[src/design/anp_pkg.sv]
// ============================================================================
// anp_pkg
// Shared types and character constants for the ASCII number parser.
// ============================================================================
package anp_pkg;

    // Character codes
    localparam logic [7:0] CH_NUL  = 8'h00;
    localparam logic [7:0] CH_ZERO = 8'h30;   // '0'
    localparam logic [7:0] CH_NINE = 8'h39;   // '9'
    localparam logic [7:0] CH_LC_A = 8'h61;   // 'a'
    localparam logic [7:0] CH_LC_F = 8'h66;   // 'f'
    localparam logic [7:0] CH_UC_A = 8'h41;   // 'A'
    localparam logic [7:0] CH_UC_F = 8'h46;   // 'F'
    localparam logic [7:0] CH_LC_X = 8'h78;   // 'x'
    localparam logic [7:0] LC_BIAS = 8'h57;   // 'a' - 10
    localparam logic [7:0] UC_BIAS = 8'h37;   // 'A' - 10

    // Radix
    localparam int unsigned DECIMAL = 10;
    localparam int unsigned HEX     = 16;

    // Parse state, one-hot
    typedef enum logic [4:0] {
        MODE_START = 5'b00001,
        MODE_ZERO  = 5'b00010,
        MODE_DEC   = 5'b00100,
        MODE_HEX   = 5'b01000,
        MODE_SKIP  = 5'b10000
    } t_mode;

    // Control out of the step logic
    typedef struct packed {
        logic  emit;
        t_mode next_mode;
    } t_step_ctl;

endpackage

[src/design/ascii_number_parser.sv]
// ============================================================================
// ascii_number_parser
// Stream converter from NUL-terminated ASCII decimal or 0x-hex strings
// to unsigned numbers with a count of consumed bytes.
// ============================================================================
// Usage:
//   Slave channel s_axis carries one character per beat in tdata[7:0].
//   Master channel m_axis carries one result per finished number:
//   value in the low VALUE_WIDTH bits, end_offset above it.
//   A string ends on NUL or on the first byte that is not a digit of its
//   radix; after a non-digit end the rest up to NUL is dropped silently.
// Timing:
//   One character per cycle, sustained while no result blocks. A character sits
//   in the input register while the step logic works on it against the parse
//   state; the result of an ending character is loaded into the result register,
//   which drives m_axis.
// Reset:
//   Synchronous, active low. Clears both valid flags and returns the parse
//   state to the start of a string with a zero accumulator and count.
// Backpressure:
//   The output register holds a result until m_axis_tready. Characters that
//   produce no result keep flowing while a result waits; a character that
//   ends a number holds in the input register until the output frees.
// ============================================================================
module ascii_number_parser
    import anp_pkg::*;
#(
    parameter int VALUE_WIDTH  = 32,
    parameter int OFFSET_WIDTH = 16
) (
    input  logic                 i_clk,
    input  logic                 i_rst_n,
    // s_axis_tdata: [7:0] char_in
    input  logic                 s_axis_tvalid,
    output logic                 s_axis_tready,
    input  logic [7:0]           s_axis_tdata,
    // m_axis_tdata: [VALUE_WIDTH-1:0] value, then end_offset, zero padded
    output logic                 m_axis_tvalid,
    input  logic                 m_axis_tready,
    output logic [((VALUE_WIDTH+OFFSET_WIDTH+7)/8)*8-1:0] m_axis_tdata
);

    localparam int TDATA_W = ((VALUE_WIDTH + OFFSET_WIDTH + 7) / 8) * 8;

    // Input register
    logic                    r_in_valid;
    logic [7:0]              r_in_char;

    // Parse state
    t_mode                   r_mode;
    logic [VALUE_WIDTH-1:0]  r_acc;
    logic [OFFSET_WIDTH-1:0] r_cnt;

    // Result register
    logic                    r_out_valid;
    logic [VALUE_WIDTH-1:0]  r_out_value;
    logic [OFFSET_WIDTH-1:0] r_out_offset;

    // Step logic outputs
    t_step_ctl               step_ctl;
    logic [VALUE_WIDTH-1:0]  n_acc;
    logic [OFFSET_WIDTH-1:0] n_cnt;
    logic [VALUE_WIDTH-1:0]  res_value;
    logic [OFFSET_WIDTH-1:0] res_offset;

    logic                    out_free;
    logic                    advance;

    anp_step #(
        .VALUE_WIDTH  (VALUE_WIDTH),
        .OFFSET_WIDTH (OFFSET_WIDTH)
    ) u_step (
        .i_mode       (r_mode),
        .i_acc        (r_acc),
        .i_cnt        (r_cnt),
        .i_char       (r_in_char),
        .o_ctl        (step_ctl),
        .o_next_acc   (n_acc),
        .o_next_cnt   (n_cnt),
        .o_res_value  (res_value),
        .o_res_offset (res_offset)
    );

    // Output slot is free if empty or being drained this cycle
    assign out_free = !r_out_valid || m_axis_tready;
    // Consume the held character unless it emits into a blocked output
    assign advance  = r_in_valid && (!step_ctl.emit || out_free);

    assign s_axis_tready = !r_in_valid || advance;
    assign m_axis_tvalid = r_out_valid;
    assign m_axis_tdata  = TDATA_W'({r_out_offset, r_out_value});

    // Input register: take a beat whenever it is empty or the held one moves on
    always_ff @(posedge i_clk) begin
        if (!i_rst_n) begin
            r_in_valid <= 1'b0;
        end else if (s_axis_tready) begin
            r_in_valid <= s_axis_tvalid;
        end
        if (s_axis_tready) begin
            r_in_char <= s_axis_tdata;
        end
    end

    // Parse state: advance once per consumed character
    always_ff @(posedge i_clk) begin
        if (!i_rst_n) begin
            r_mode <= MODE_START;
            r_acc  <= '0;
            r_cnt  <= '0;
        end else if (advance) begin
            r_mode <= step_ctl.next_mode;
            r_acc  <= n_acc;
            r_cnt  <= n_cnt;
        end
    end

    // Result register: load on an emitting step, drop when taken
    always_ff @(posedge i_clk) begin
        if (!i_rst_n) begin
            r_out_valid <= 1'b0;
        end else if (advance && step_ctl.emit) begin
            r_out_valid <= 1'b1;
        end else if (m_axis_tready) begin
            r_out_valid <= 1'b0;
        end
        if (advance && step_ctl.emit) begin
            r_out_value  <= res_value;
            r_out_offset <= res_offset;
        end
    end

    // ------------------------------------------------------------------------
    // Assertions
    // ------------------------------------------------------------------------
    a_clear_after_emit: assert property (@(posedge i_clk) disable iff (!i_rst_n)
        (advance && step_ctl.emit) |=> (r_acc == '0 && r_cnt == '0))
        else $error("parse state not cleared after a result");

    a_skip_is_clear: assert property (@(posedge i_clk) disable iff (!i_rst_n)
        (r_mode == MODE_SKIP) |-> (r_acc == '0 && r_cnt == '0))
        else $error("nonzero accumulator while dropping a tail");

    a_zero_state: assert property (@(posedge i_clk) disable iff (!i_rst_n)
        (r_mode == MODE_ZERO) |-> (r_acc == '0 && r_cnt == OFFSET_WIDTH'(1)))
        else $error("leading-zero state holds a wrong count");

    a_cnt_saturates: assert property (@(posedge i_clk) disable iff (!i_rst_n)
        (advance && !step_ctl.emit && r_cnt == '1 && r_mode != MODE_SKIP)
        |=> (r_cnt == '1))
        else $error("byte count wrapped");

    a_stall_only_held: assert property (@(posedge i_clk) disable iff (!i_rst_n)
        !s_axis_tready |-> (r_in_valid && step_ctl.emit && r_out_valid))
        else $error("input stalled without a blocked result");

endmodule

[src/design/anp_step.sv]
// ============================================================================
// anp_step
// Next-state and result logic for one character of the string.
// ============================================================================
module anp_step
    import anp_pkg::*;
#(
    parameter int VALUE_WIDTH  = 32,
    parameter int OFFSET_WIDTH = 16
) (
    input  t_mode                    i_mode,
    input  logic [VALUE_WIDTH-1:0]   i_acc,
    input  logic [OFFSET_WIDTH-1:0]  i_cnt,
    input  logic [7:0]               i_char,
    output t_step_ctl                o_ctl,
    output logic [VALUE_WIDTH-1:0]   o_next_acc,
    output logic [OFFSET_WIDTH-1:0]  o_next_cnt,
    output logic [VALUE_WIDTH-1:0]   o_res_value,
    output logic [OFFSET_WIDTH-1:0]  o_res_offset
);

    logic                    is_dec;
    logic                    is_lc;
    logic                    is_uc;
    logic [7:0]              digit8;
    logic [VALUE_WIDTH-1:0]  digit;
    logic [OFFSET_WIDTH-1:0] cnt_inc;
    logic [VALUE_WIDTH-1:0]  acc_dec;
    logic [VALUE_WIDTH-1:0]  acc_hex;

    always_comb begin
        is_dec = i_char inside {[CH_ZERO:CH_NINE]};
        is_lc  = i_char inside {[CH_LC_A:CH_LC_F]};
        is_uc  = i_char inside {[CH_UC_A:CH_UC_F]};
        if (is_lc) begin
            digit8 = i_char - LC_BIAS;
        end else if (is_uc) begin
            digit8 = i_char - UC_BIAS;
        end else begin
            digit8 = i_char - CH_ZERO;
        end
        digit   = VALUE_WIDTH'(digit8[3:0]);
        cnt_inc = (i_cnt == '1) ? i_cnt : i_cnt + OFFSET_WIDTH'(1);
        acc_dec = i_acc * VALUE_WIDTH'(DECIMAL) + digit;
        acc_hex = (i_acc << $clog2(HEX)) + digit;
    end

    always_comb begin
        o_ctl.emit      = 1'b0;
        o_ctl.next_mode = i_mode;
        o_next_acc      = i_acc;
        o_next_cnt      = i_cnt;
        o_res_value     = i_acc;
        o_res_offset    = i_cnt;

        case (i_mode)
            MODE_SKIP: begin
                if (i_char == CH_NUL) begin
                    o_ctl.next_mode = MODE_START;
                end
            end
            MODE_ZERO: begin
                if (i_char == CH_LC_X) begin
                    o_next_cnt      = cnt_inc;
                    o_ctl.next_mode = MODE_HEX;
                end else if (i_char == CH_NUL) begin
                    o_ctl.emit      = 1'b1;
                    o_ctl.next_mode = MODE_START;
                end else if (is_dec) begin
                    o_next_acc      = digit;
                    o_next_cnt      = cnt_inc;
                    o_ctl.next_mode = MODE_DEC;
                end else begin
                    o_ctl.emit      = 1'b1;
                    o_ctl.next_mode = MODE_SKIP;
                end
            end
            MODE_DEC, MODE_HEX: begin
                if (i_char == CH_NUL) begin
                    o_ctl.emit      = 1'b1;
                    o_ctl.next_mode = MODE_START;
                end else if (is_dec || (i_mode == MODE_HEX && (is_lc || is_uc))) begin
                    o_next_acc = (i_mode == MODE_HEX) ? acc_hex : acc_dec;
                    o_next_cnt = cnt_inc;
                end else begin
                    o_ctl.emit      = 1'b1;
                    o_ctl.next_mode = MODE_SKIP;
                end
            end
            default: begin
                // start of string; unused codes land here too
                o_res_value  = '0;
                o_res_offset = '0;
                o_next_acc   = '0;
                o_next_cnt   = '0;
                if (i_char == CH_NUL) begin
                    o_ctl.emit      = 1'b1;
                    o_ctl.next_mode = MODE_START;
                end else if (i_char == CH_ZERO) begin
                    o_next_cnt      = OFFSET_WIDTH'(1);
                    o_ctl.next_mode = MODE_ZERO;
                end else if (is_dec) begin
                    o_next_acc      = digit;
                    o_next_cnt      = OFFSET_WIDTH'(1);
                    o_ctl.next_mode = MODE_DEC;
                end else begin
                    o_ctl.emit      = 1'b1;
                    o_ctl.next_mode = MODE_SKIP;
                end
            end
        endcase

        // Clear the running number whenever a result leaves
        if (o_ctl.emit) begin
            o_next_acc = '0;
            o_next_cnt = '0;
        end
    end

endmodule
[config.mk]
export PLATFORM = sky130hd
export DESIGN_NAME = ascii_number_parser
export DESIGN_NICKNAME = d
export VERILOG_FILES = /design/src/design/anp_pkg.sv /design/src/design/ascii_number_parser.sv /design/src/design/anp_step.sv
export SDC_FILE = /design/constraint.sdc
export NUM_CORES = 1
export LEC_CHECK = 0
export ABC_AREA = 1
export BUFFER_PORTS_ARGS = -buffer_cell sky130_fd_sc_hd__buf_2
export CAP_MARGIN = 10
export CORE_MARGIN = 2
export CORE_UTILIZATION = 35
export CTS_CLUSTER_SIZE = 24
export DETAILED_ROUTE_END_ITERATION = 8
export HOLD_SLACK_MARGIN = 0.02
export PLACE_DENSITY = 0.55
export SKIP_CTS_REPAIR_TIMING = 1
export SLEW_MARGIN = 20
export SYNTH_ARGS = -nofsm -noshare
export SYNTH_HDL_FRONTEND = slang
export SYNTH_HIERARCHICAL = 1
export SYNTH_SLANG_ARGS = --single-unit
[constraint.sdc]
create_clock -name i_clk -period 5.9 [get_ports i_clk]
set_clock_uncertainty 0.2 [all_clocks]
set_input_delay 0 -clock i_clk [delete_from_list [all_inputs] [get_ports i_clk]]
set_output_delay 0 -clock i_clk [all_outputs]
set_load 0.01 [all_outputs]
# Yosys cells after proc, flatten, opt, wreduce, memory -nomap -nowiden
# Index checks and enable logic that the tools add are counted.
# totals
inputBits	12
ff_bits	111
wordCells	98
output_inout_bits	50
# classes
n_reduce_logical	21
order_cmp	6
addsub	6
mul	1
n_mux	39
n_eq_ne	17
# ops
op	n
$mux 32	9
$mux 16	9
$pmux 32 s3	1
$add 32x4->32	2
$pmux 16 s3	1
$mul 32x3->31 const B	1
$mux 6	4
$mux 5	4
$add 16x1->16 const B	1
$eq 16x16->1 const B	1
$ge 8x7->1 const B	2
$le 8x7->1 const B	2
$pmux 5 s3	1
$mux 4	3
$ne 3x2->1 const B	3
$ne 3x3->1 const B	3
$eq 8x6->1 const B	1
$eq 8x7->1 const B	1
$ge 8x6->1 const B	1
$le 8x6->1 const B	1
$logic_not 8->1	1
$sub 4x3->4 const B	2
$reduce_and 7->1	1
$logic_and 1x1->1	6
other kinds (18)	29

# Logic depth before layout (Yosys ltp)
# logic_depth
word_depth	13
ltp_mapped	28
depth_no_buf	28

# Hierarchy
# The synthesis kept the hierarchy.
# modules_own_cells
module	seq_area_each_um2	area_per_inst_um2	n_inst	cells_each
anp_step	0.0	5609.1	1	1138
ascii_number_parser	2782.7	4113.9	1	415

# Least setup slack after synthesis
# No wires, ideal clock.
# synth_timing
path_kind	register to register
start	register r_mode[0]
end	register r_out_offset[0], enable pin
t_required_ns	5.298
setup_slack_ns	2.212
setup_time_ns	0.402
period_less_slack_ns	3.688
path_buffers	2
stages_incl_launch_ff	19
arrival_ns	3.085
cell_sequence	dfxtp_1 nor2_1 inv_2 nor2_1 nand3_2 inv_2 nor2_1 inv_1 nor2_1 inv_2 nor2_2 inv_1 nor2_1 nor2_1 nand3_2 buf_4 buf_6 nand3_1 inv_1
# synth_lines
element	line_no	text
start, declared	ascii_number_parser.sv:50	t_mode r_mode;
start signal, assigned	ascii_number_parser.sv:112	r_mode <= step_ctl.next_mode;
end signal, assigned	ascii_number_parser.sv:129	r_out_offset <= res_offset;
end, declared	ascii_number_parser.sv:57	logic [OFFSET_WIDTH-1:0] r_out_offset;

==> impl_metrics.py <==
metrics = {
    "clock_tree": {
        "cts_buffers": 9,
        "tritoncts": "built",
        "cts_buffer_depth": 2,
        "clk_pin_slew_worst_paths_ns": 0.08,
        "htree_num_levels": 3,
        "clkLatencyLatePin_ns": 0.35,
        "cts.sinks": 111,
        "clock-root-buffer": "clkbuf_16",
    },
    "placed_design": {
        "place.gp.congestion": 0.886,
        "hpwlAfterDp_um": 20800,
        "numPortBuffers": 61,
    },
    "final_layout": {
        "areaGrowthSynthToFinish_pct": 10.6,
        "n_antenna_cell": 0,
        "drive_gt1_share_pct": 8.57,
        "layout_commonest_cell": "nand2_1",
        "layout_common_cells": "412 x nand2_1, 276 x inv_1, 203 x nor2_1",
        "fin_nets": 1671,
    },
    "critical_path": {
        "crit_arrival_ns": 4.24,
        "r2r-start": "r_mode[0]$_SDFFE_PN1P_",
        "crit_type": "reg -> reg",
        "r2r_slack_ns": 1.43,
        "worstRegToRegCells": 15,
        "cp.required_ns": 5.68,
        "regToRegEndpoint": "r_out_value[16]$_DFFE_PP_",
        "cp_max_fo": 48,
        "critPathCaptureType": "flop",
        "critPathLaunchType": "flop",
    },
    "route": {
        "vias": 9622,
        "vias_per_cell": 4.87,
        "drt-initial-drc-count": 775,
        "dr.pass1.iters": 5,
        "final_antenna_net_count": 0,
        "wl_per_cell_um": 14.0,
        "wl_um": 27700,
        "drcViolationCount": 0,
    },
    "sta": {
        "fmax_ghz": 0.224,
        "tightest_slew_ns": 1.10,
        "fin_crit_sh_pct": 75.7,
        "rsz0062_at_grt": "no",
        "tns_ns": 0,
        "slew_viol_final": 0,
        "relSlewSlack_pct": 26.9,
        "timing.hold.ws_ns": 0.159,
        "fin_crit_ns": 4.47,
        "setup_viol": 0,
        "finalHoldViolCount": 0,
    },
    "floorplanning": {
        "core_area_sq_mm": 0.0276,
        "rows": 61,
        "die_area_sq_mm": 0.0291,
        "start_util_pct": 35.3,
        "dieHeight_um": 171,
        "ioPinCount": 62,
        "fp.dieW_um": 171,
    },
    "power_and_ir_drop": {
        "p_per_area_mw_per_mm2": 182,
        "p_leak_nw": 4.96,
        "irDropWorstVdd_uv": 132,
    },
    "global_route": {
        "gr-usage-met2_pct": 31.3,
        "grt_pass1_wl_um": 45100,
        "antenna_found_initial": 0,
        "grt-busiest-layer": "met2",
        "grt_use_met1_pct": 27.6,
        "grt_pass1_vias": 8587,
        "gr-total-overflow": 0,
        "use_met3_pct": 2.15,
        "grt_max_degree": 107,
        "grt_util_all_layers_pct": 19.2,
    },
    "hold_path": {
        "holdPathStages": 2,
        "hold_path.class": "in -> reg",
        "min-delay-start": "s_axis_tdata[0]",
        "holdPathEnd": "r_in_char[0]$_DFFE_PP_",
    },
    "synthesis": {
        "synth_enable_flop_cells": 56,
        "muxShareOfSynthArea_pct": 0,
        "yosysSeqAreaShare_pct": 28.6,
        "synthArstFlopShare_pct": 0,
        "synth_xor_area_share_pct": 1.60,
        "ys_ff_latch": 111,
        "synth_area_sq_mm": 0.00972,
        "synthCells": 1553,
        "avgSynthCellArea_sq_um": 6.26,
        "synthFlopType": "edfxtp_1",
        "synth-compound-area-share_pct": 11.1,
        "yosysWarnings": 6,
        "syn_nets": 1630,
        "synth_top_family_by_area": "simple AND/OR/NAND/NOR gates",
        "synth_simple_gate_area_share_pct": 36.7,
        "synth_fa_ha_area_share_pct": 8.52,
        "synth_cell_types": 50,
    },
    "run": {
        "cap_violations": 0,
    },
    "outcome": {
        "status": "finished, final reports clean",
    },
}
logic make-up after synthesis:
kind of cell,count (synthesis)
xor gates and xnor gates,16
adders and majority gates,65
AOI/OAI and AO/OA,197
buffers and inverters,336
DFF,111
and+or+nand+nor,828
worst max-delay path, stage by stage (launching register included):
cell	delay, ns
dfxtp_1	0.36
nor2_1	0.07
inv_2	0.07
nor2_1	0.05
nand3_2	0.06
buf_4	0.34
inv_2	0.31
nor2_1	0.25
inv_1	0.08
nor2_1	0.17
inv_2	0.12
nor2_4	0.32
nor2_1	0.15
nor2_1	0.58
nand3_1	0.17
inv_2	0.77
report_power, final:
part | total [mW] | internal [mW] | switching [mW]
clock | 0.629 | 0.327 | 0.302
combinational | 0.435 | 0.145 | 0.291
sequential | 0.895 | 0.849 | 0.0462
total | 1.96 | 1.32 | 0.639
stage by stage:
stage	total power, mW	worst slack, ns	cell area (sq um)	util (%)	instances
detailed placement	1.34	1.45	10300	37.5	1949
finish	1.96	1.43	10800	39.0	1977
floorplan	1.22	2.21	9720	-	1553
global placement	1.34	1.59	10300	37.5	1949
CTS	1.97	1.43	10600	38.6	1965
global route	2.07	1.02	10800	39.0	1977
metal layers:
layer  vias to the layer above  wire (um)
li1                       5026          -
met1                      4375      13900
met2                       205      12400
met3                        16       1070
met4                         0        304
met5                         -          0
worst max path at each step:
stage | from | endpoint | slack (ns)
floorplan | r_mode[0]$_SDFFE_PN1P_ | r_out_offset[0]$_DFFE_PP_ | 2.21
global placement | r_mode[0]$_SDFFE_PN1P_ | r_out_value[21]$_DFFE_PP_ | 1.59
detailed placement | r_mode[0]$_SDFFE_PN1P_ | r_out_value[21]$_DFFE_PP_ | 1.45
CTS | r_mode[0]$_SDFFE_PN1P_ | r_out_value[17]$_DFFE_PP_ | 1.43
global route | r_mode[0]$_SDFFE_PN1P_ | r_out_value[17]$_DFFE_PP_ | 1.02
finish | r_mode[0]$_SDFFE_PN1P_ | r_out_value[16]$_DFFE_PP_ | 1.43
final cells by class:
class	count	area (sq um)
Clock inverter	5	37.5
Sequential cell	111	2790
Inverter	287	1080
Clock buffer	11	264
Tap cell	378	473
Fill cell	3004	16800
Timing Repair Buffer	79	473
Multi-Input combinational cell	1106	5640
flip-flops by register name, summed over array words and instances (netlist names):
name           cells
r_out_value       32
r_out_offset      16
r_in_char          8
r_mode             5
r_cnt             16
r_acc             32
m_axis_tvalid      1
r_in_valid         1
cells in the mapped netlist, drive strengths merged (5+ instances only):
cell type	count	area [sq um]
nand4	31	200
clkbuf	27	101
a22oi	6	45.0
xor2	10	103
ha	63	788
nand3b	7	52.6
a211oi	6	45.0
a31oi	6	37.5
o22ai	5	31.3
nor3	22	135
xnor2	6	52.6
nor2	216	858
dfxtp	55	1100
a21oi	129	646
inv	286	1070
nand2	425	1630
edfxtp	56	1680
nand3	118	626
buf	22	130
o21ai	29	145
Power figures use the tool's default switching activity.
